[src/rtl/core/sts_pkg.sv]
// shared constants and types for the degree-input taylor sine core
package sts_pkg;

    localparam int ANGLE_W  = 10;
    localparam int SINE_W   = 18;
    localparam int TERMS_W  = 5;
    localparam int THR_W    = 8;

    // operand chunk width of the shared multiplier
    localparam int CHUNK_W  = 16;

    // radians per degree in q60
    localparam int RPD_W    = 55;
    localparam int RPD_FRAC = 60;
    localparam logic [RPD_W-1:0] RPD_Q60 = 55'd20122276272436452;

    typedef enum logic [1:0] {
        M_XM,
        M_X2,
        M_TERM
    } t_mode;

endpackage

[src/rtl/core/sine_taylor_series_degrees.sv]
// taylor series sine of an integer angle in degrees, one shared multiply-accumulate unit
//
//  channel   direction  handshake                  payload
//  input     in         i_valid / o_stall          i_angle_deg
//  result    out        o_valid / i_stall          o_sine_value, o_terms_used, o_limit_hit
//  config    in         i_cfg_valid / o_cfg_ready  i_cfg_stop_threshold
//
// every multiply runs MSB chunk first through one W x 16 multiplier in 4 passes, every
// term divide retires one quotient bit per cycle; those two loops set the time a beat takes.
// synchronous active-low reset clears the sequencer, the result valid and stop_threshold.
// o_stall is high from accept until the result is in the output register; a stalled
// result holds while the next beat is taken and worked on.
module sine_taylor_series_degrees #(
    parameter int FRAC_BITS = 16,
    parameter int MAX_TERMS = 16
) (
    input  logic                               i_clk,
    input  logic                               i_rst_n,
    input  logic                               i_valid,
    output logic                               o_stall,
    input  logic signed [sts_pkg::ANGLE_W-1:0] i_angle_deg,
    output logic                               o_valid,
    input  logic                               i_stall,
    output logic signed [sts_pkg::SINE_W-1:0]  o_sine_value,
    output logic [sts_pkg::TERMS_W-1:0]        o_terms_used,
    output logic                               o_limit_hit,
    input  logic                               i_cfg_valid,
    output logic                               o_cfg_ready,
    input  logic [sts_pkg::THR_W-1:0]          i_cfg_stop_threshold
);
    import sts_pkg::*;

    // term magnitude stays below 1024 in the angle range, x^2 below 81
    localparam int W     = FRAC_BITS + 11;
    localparam int X2W   = FRAC_BITS + 7;
    localparam int SW    = W + 1;
    localparam int BMAX  = (RPD_W > X2W) ? RPD_W : X2W;
    localparam int NCH   = (BMAX + CHUNK_W - 1) / CHUNK_W;
    localparam int BW    = NCH * CHUNK_W;
    localparam int AW    = W + BW;
    localparam int XM_SH = RPD_FRAC - FRAC_BITS;
    localparam int NW    = $clog2(2 * MAX_TERMS);
    localparam int DW    = $clog2((2 * MAX_TERMS - 1) * (2 * MAX_TERMS - 2) + 1);
    localparam int CNTW  = $clog2(MAX_TERMS + 1);
    localparam int SCW   = $clog2(W + 1);

    localparam logic signed [SW-1:0] ONE_Q = SW'(2 ** FRAC_BITS);

    localparam logic [2:0] S_IDLE = 3'd0;
    localparam logic [2:0] S_MUL  = 3'd1;
    localparam logic [2:0] S_RND  = 3'd2;
    localparam logic [2:0] S_CHK  = 3'd3;
    localparam logic [2:0] S_DIV  = 3'd4;
    localparam logic [2:0] S_ADD  = 3'd5;
    localparam logic [2:0] S_DONE = 3'd6;

    logic [2:0]           r_state;
    logic [2:0]           n_state;
    t_mode                r_mode;
    logic                 r_neg;
    logic [W-1:0]         r_a;
    logic [BW-1:0]        r_b;
    logic [AW-1:0]        r_acc;
    logic [SCW-1:0]       r_cnt;
    logic [W-1:0]         r_term;
    logic [X2W-1:0]       r_x2;
    logic signed [SW-1:0] r_sum;
    logic                 r_minus;
    logic [CNTW-1:0]      r_count;
    logic                 r_limit;
    logic [NW-1:0]        r_n;
    logic [DW-1:0]        r_dv;
    logic [DW-1:0]        r_rem;
    logic [W-1:0]         r_num;
    logic [THR_W-1:0]     r_thr;
    logic                 r_out_valid;
    logic [SINE_W-1:0]    r_sine;
    logic [TERMS_W-1:0]   r_terms;
    logic                 r_lim_o;

    logic [ANGLE_W-1:0]     angle_mag;
    logic [CHUNK_W-1:0]     chunk;
    logic [W+CHUNK_W-1:0]   pp;
    logic [AW-1:0]          acc_mac;
    logic [AW-1:0]          rnd_c;
    logic [AW-1:0]          acc_rnd;
    logic [AW-1:0]          res;
    logic [DW:0]            trial;
    logic                   q_bit;
    logic [DW:0]            diff;
    logic [DW-1:0]          rem_step;
    logic signed [SW-1:0]   term_ext;
    logic signed [SW-1:0]   sum_step;
    logic signed [SW-1:0]   clamped;
    logic signed [SW-1:0]   sine_full;
    logic                   small_term;
    logic                   at_limit;
    logic                   out_free;
    logic                   in_beat;

    assign in_beat  = i_valid && (r_state == S_IDLE);
    assign out_free = !r_out_valid || !i_stall;

    assign angle_mag = i_angle_deg[ANGLE_W-1] ? (ANGLE_W'(~i_angle_deg) + ANGLE_W'(1))
                                              : ANGLE_W'(i_angle_deg);

    // shared unit: msb chunk first, shift then accumulate
    assign chunk   = r_b[BW-1 -: CHUNK_W];
    assign pp      = r_a * chunk;
    assign acc_mac = {r_acc[AW-CHUNK_W-1:0], {CHUNK_W{1'b0}}} + AW'(pp);

    // the term step folds the +d/2 of the divide rounding in above the fraction bits
    always_comb begin
        unique case (r_mode)
            M_XM:    rnd_c = AW'(1) << (XM_SH - 1);
            M_X2:    rnd_c = AW'(1) << (FRAC_BITS - 1);
            M_TERM:  rnd_c = (AW'(r_dv >> 1) << FRAC_BITS) | (AW'(1) << (FRAC_BITS - 1));
            default: rnd_c = '0;
        endcase
    end

    assign acc_rnd = r_acc + rnd_c;
    assign res     = (r_mode == M_XM) ? (acc_rnd >> XM_SH) : (acc_rnd >> FRAC_BITS);

    // restoring divide by n(n-1), one quotient bit per cycle
    assign trial    = {r_rem, r_num[W-1]};
    assign q_bit    = (trial >= {1'b0, r_dv});
    assign diff     = trial - {1'b0, r_dv};
    assign rem_step = q_bit ? diff[DW-1:0] : trial[DW-1:0];

    assign term_ext = $signed({1'b0, r_num});
    assign sum_step = r_minus ? (r_sum - term_ext) : (r_sum + term_ext);

    assign small_term = (r_term <= W'(r_thr));
    assign at_limit   = (r_count >= CNTW'(MAX_TERMS));

    always_comb begin
        if (r_sum > ONE_Q) begin
            clamped = ONE_Q;
        end else if (r_sum < -ONE_Q) begin
            clamped = -ONE_Q;
        end else begin
            clamped = r_sum;
        end
        sine_full = r_neg ? -clamped : clamped;
    end

    always_comb begin
        n_state = r_state;
        unique case (r_state)
            S_IDLE: begin
                if (i_valid) n_state = S_MUL;
            end
            S_MUL: begin
                if (r_cnt == '0) n_state = S_RND;
            end
            S_RND: begin
                unique case (r_mode)
                    M_XM:    n_state = S_MUL;
                    M_X2:    n_state = S_CHK;
                    M_TERM:  n_state = S_DIV;
                    default: n_state = S_IDLE;
                endcase
            end
            S_CHK: begin
                if (small_term || at_limit) begin
                    n_state = S_DONE;
                end else begin
                    n_state = S_MUL;
                end
            end
            S_DIV: begin
                if (r_cnt == '0) n_state = S_ADD;
            end
            S_ADD: n_state = S_CHK;
            S_DONE: begin
                if (out_free) n_state = S_IDLE;
            end
            default: n_state = S_IDLE;
        endcase
    end

    always_ff @(posedge i_clk) begin
        if (!i_rst_n) begin
            r_state     <= S_IDLE;
            r_out_valid <= 1'b0;
            r_thr       <= '0;
        end else begin
            r_state <= n_state;
            if (r_state == S_DONE && out_free) begin
                r_out_valid <= 1'b1;
            end else if (!i_stall) begin
                r_out_valid <= 1'b0;
            end
            if (i_cfg_valid) r_thr <= i_cfg_stop_threshold;
        end
    end

    always_ff @(posedge i_clk) begin
        unique case (r_state)
            S_IDLE: begin
                if (in_beat) begin
                    r_neg   <= i_angle_deg[ANGLE_W-1];
                    r_a     <= W'(angle_mag);
                    r_b     <= BW'(RPD_Q60);
                    r_acc   <= '0;
                    r_cnt   <= SCW'(NCH - 1);
                    r_mode  <= M_XM;
                    r_n     <= NW'(3);
                    r_dv    <= DW'(6);
                    r_count <= CNTW'(1);
                    r_minus <= 1'b1;
                    r_limit <= 1'b0;
                end
            end
            S_MUL: begin
                r_acc <= acc_mac;
                r_b   <= r_b << CHUNK_W;
                r_cnt <= r_cnt - SCW'(1);
            end
            S_RND: begin
                unique case (r_mode)
                    M_XM: begin
                        r_term <= res[W-1:0];
                        r_sum  <= $signed({1'b0, res[W-1:0]});
                        r_a    <= res[W-1:0];
                        r_b    <= BW'(res[W-1:0]);
                        r_acc  <= '0;
                        r_cnt  <= SCW'(NCH - 1);
                        r_mode <= M_X2;
                    end
                    M_X2: begin
                        r_x2 <= res[X2W-1:0];
                    end
                    M_TERM: begin
                        r_rem <= res[W+DW-1:W];
                        r_num <= res[W-1:0];
                        r_cnt <= SCW'(W - 1);
                    end
                    default: ;
                endcase
            end
            S_CHK: begin
                if (small_term) begin
                    r_limit <= 1'b0;
                end else if (at_limit) begin
                    r_limit <= 1'b1;
                end else begin
                    r_a    <= r_term;
                    r_b    <= BW'(r_x2);
                    r_acc  <= '0;
                    r_cnt  <= SCW'(NCH - 1);
                    r_mode <= M_TERM;
                end
            end
            S_DIV: begin
                r_rem <= rem_step;
                r_num <= {r_num[W-2:0], q_bit};
                r_cnt <= r_cnt - SCW'(1);
            end
            S_ADD: begin
                r_term  <= r_num;
                r_sum   <= sum_step;
                r_minus <= ~r_minus;
                r_count <= r_count + CNTW'(1);
                // (n+2)(n+1) = n(n-1) + 4n + 2
                r_dv    <= r_dv + DW'({r_n, 2'b10});
                r_n     <= r_n + NW'(2);
            end
            S_DONE: begin
                if (out_free) begin
                    r_sine  <= sine_full[SINE_W-1:0];
                    r_terms <= TERMS_W'(r_count);
                    r_lim_o <= r_limit;
                end
            end
            default: ;
        endcase
    end

    assign o_stall      = (r_state != S_IDLE);
    assign o_valid      = r_out_valid;
    assign o_sine_value = r_sine;
    assign o_terms_used = r_terms;
    assign o_limit_hit  = r_lim_o;
    assign o_cfg_ready  = 1'b1;

endmodule

[config.mk]
export PLATFORM = sky130hd
export DESIGN_NAME = sine_taylor_series_degrees
export DESIGN_NICKNAME = d
export VERILOG_FILES = /design/src/rtl/core/sts_pkg.sv /design/src/rtl/core/sine_taylor_series_degrees.sv
export SDC_FILE = /design/constraint.sdc
export NUM_CORES = 2
export LEC_CHECK = 0
export ABC_AREA = 1
export BUFFER_PORTS_ARGS = -buffer_cell sky130_fd_sc_hd__buf_2
export CORE_UTILIZATION = 60
export DETAILED_ROUTE_END_ITERATION = 8
export PLACE_DENSITY = 0.83
export SLEW_MARGIN = 20
export SYNTH_ARGS = -nofsm -noshare
export SYNTH_HDL_FRONTEND = slang
export SYNTH_SLANG_ARGS = --single-unit
[constraint.sdc]
create_clock -name i_clk -period 12.25 [get_ports i_clk]
set_clock_uncertainty 0.05 [all_clocks]
set_input_delay 1.225 -clock i_clk [delete_from_list [all_inputs] [get_ports i_clk]]
set_output_delay 1.225 -clock i_clk [all_outputs]
set_load 0.02 [all_outputs]
==> out/results.ini <==
[status]
outcome = finished, final reports clean

[timing]
setup_tns_ps = 0
rsz0062_at_grt = false
hold_ws_ps = 415
min_period_over_period = 0.589
layout_min_cycle_time_ps = 7210
worst_pin_slew_ps = 1230
max_slew_margin = 0.183
hold_viol = 0
fmax_mhz = 139
setup_violations = 0
drv_slew = 0

[synth]
synth_top_cells_by_area = edfxtp_1, fa_1, nand2_1
async_flop_share = 0
synth_area_leader_cell = edfxtp_1
synth_edf_count = 339
syn_avg_cell_area_um2 = 7.50
netlist-cell-type-count = 54
synth_area_mm2 = 0.0386
yosysTopAreaCellShare = 0.264
synth_top_flop_cell = edfxtp_1
syn-num-nets = 5750
synthCells = 5146
synth_seq_cells = 351
synth_warnings = 0
ys_seq_area_frac = 0.270

[route]
drt_wl_total_um = 126000
wl_per_cell_um = 21.2
vias = 34600
ant_nets = 0
via_per_inst = 5.79
drtIter0Drc = 4351
drt_pass1_iterations = 9
drc = 0

[clock_network]
h-tree-depth = 2
max-clock-path-buffers = 3
numCtsBuffers = 41
cts_tree = yes
holdBufCountCts = 0
cts_sinks = 351
path_clk_slew_ps = 60
cts_resized = 0
insertion_delay_ps = 610
post_cts_buffers = 0
cts-root-buf = clkbuf_16

[worst_setup_path]
path_max_fanout = 27
cp.arrival_ps = 7460
end_kind = register
worst_ep_required_time_ps = 12510
worstSetupPathType = register to register
ff2ff_path_depth = 21
cp-start-kind = register

[grt]
grt_max_degree = 75
antenna_found_initial = 3
grt_overflow = 0
grt_pass1_vias = 33700
grt_first_pass_wirelength_um = 195000
track_usage = 0.391

[layout]
layout_common_cells = nand2_1, inv_1, nor2_1
final_core_util = 0.645
layout-drive-gt1-share = 0.0439
final.fill_count = 5456
instances_no_fill = 5970
syn_to_final_growth_pct = 5.91
final_common_cell = nand2_1
layout.nets = 5696

[placed_design]
dp_hpwl_um = 98700
dp_cells = 5892
portBuffers = 48
gp_congestion = 1.04

[floorplan]
io_pins = 50
die_area_mm2 = 0.0653
start_util = 0.609
fp.dieW_um = 256
std_cell_rows = 92
core_area_mm2 = 0.0633
die_h_um = 256

[worst_hold_path]
hold_depth = 2
worstHoldPathType = register to register

[job]
cap_violations = 0

## through the flow
| step | setup slack (ps) | instance area [um2] |
|---|---|---|
| 4_1_cts | 5180 | 40800 |
| 3_3_place_gp | 5240 | 39400 |
| 5_1_grt | 4710 | 40900 |
| 6_report | 5040 | 40900 |
| 3_5_place_dp | 5190 | 39400 |
| 2_1_floorplan | 186 | 38600 |
## layer usage
| metal | global-route usage | share of wire | wire length, um | up-vias |
|---|---|---|---|---|
| met3 | 0.0972 | 0.12 | 15600 | 461 |
| met5 | 0 | 0.000087 | 11 | - |
| li1 | - | - | - | 15800 |
| met1 | 0.519 | 0.38 | 47700 | 16200 |
| met4 | 0.189 | 0.057 | 7180 | 2 |
| met2 | 0.602 | 0.44 | 55900 | 2116 |
## final cells by class
cell class	count	area (um2)	share of cell area
Clock buffer	45	1040	0.0255
Antenna cell	1	2.50	0.0000613
Clock inverter	29	355	0.00870
Sequential cell	351	10400	0.255
Timing Repair Buffer	74	458	0.0112
Multi-Input combinational cell	3522	23400	0.572
Tap cell	846	1060	0.0259
Inverter	1102	4140	0.101
## Yosys cell counts (6+ instances only)
cell type and n:
buf_1 6, inv_1 1093, nand2_1 1406, a21boi_0 14
or2_2 13, dfxtp_1 12, o21a_1 6, nor2_2 12
a21oi_1 243, clkbuf_1 143, nor4_1 18, o21bai_1 18
nor3_1 49, o21ai_1 7, o21ai_0 208, fa_1 377
nand3_2 6, xor2_1 50, and2_1 10, nor3_2 7
nor2_1 416, inv_2 8, ha_1 204, a31oi_1 11
nand2_2 23, buf_2 14, buf_4 7, nand3b_1 21
edfxtp_1 339, nand3_1 293, xnor2_1 15, nand4_1 50
## worst paths after layout
| kind | slack, ps | to | start |
|---|---|---|---|
| worst max-delay path | 5040 | r_acc[80] | r_b[59] |
| worst min-delay path | 420 | r_thr[6] | r_thr[6] |
| worst max register to register | 5040 | r_acc[80] | r_b[59] |
| worst min register to register | 420 | r_thr[6] | r_thr[6] |
## critical path, cell delays in order (launching register included)
cell	delay, ps
edfxtp_1	1130
nand2_1	220
fa_1	590
inv_1	60
fa_1	460
fa_1	530
fa_1	540
fa_1	560
inv_1	60
fa_1	690
inv_1	80
ha_1	380
nand2_1	140
o21ai_0	320
a21oi_1	140
o21ai_0	210
nand2_1	100
nand2_1	70
nand2_1	40
nand2_1	90
nor2_1	40
nor2_1	400
## cells by family after synthesis
family / after synthesis / share of synthesized area
other: 1 / 0.0000972
AOI/OAI and AO/OA: 535 / 0.0742
DFF: 351 / 0.270
xor gates and xnor gates: 66 / 0.0152
buffers and inverters: 1273 / 0.125
and+or+nand+nor: 2339 / 0.253
adders and majority gates: 581 / 0.262
## flip-flops by register name (all words and copies together), names as in the netlist, 18 cells and up
signal        flops
r_x2             23
r_sum            28
r_acc            81
r_term           27
r_num            27
r_a              27
o_sine_value     18
r_b              64
Power is left out: the tool's default activity adds up to more than one toggle a clock period on the data nets, which glitch-free logic cannot reach.
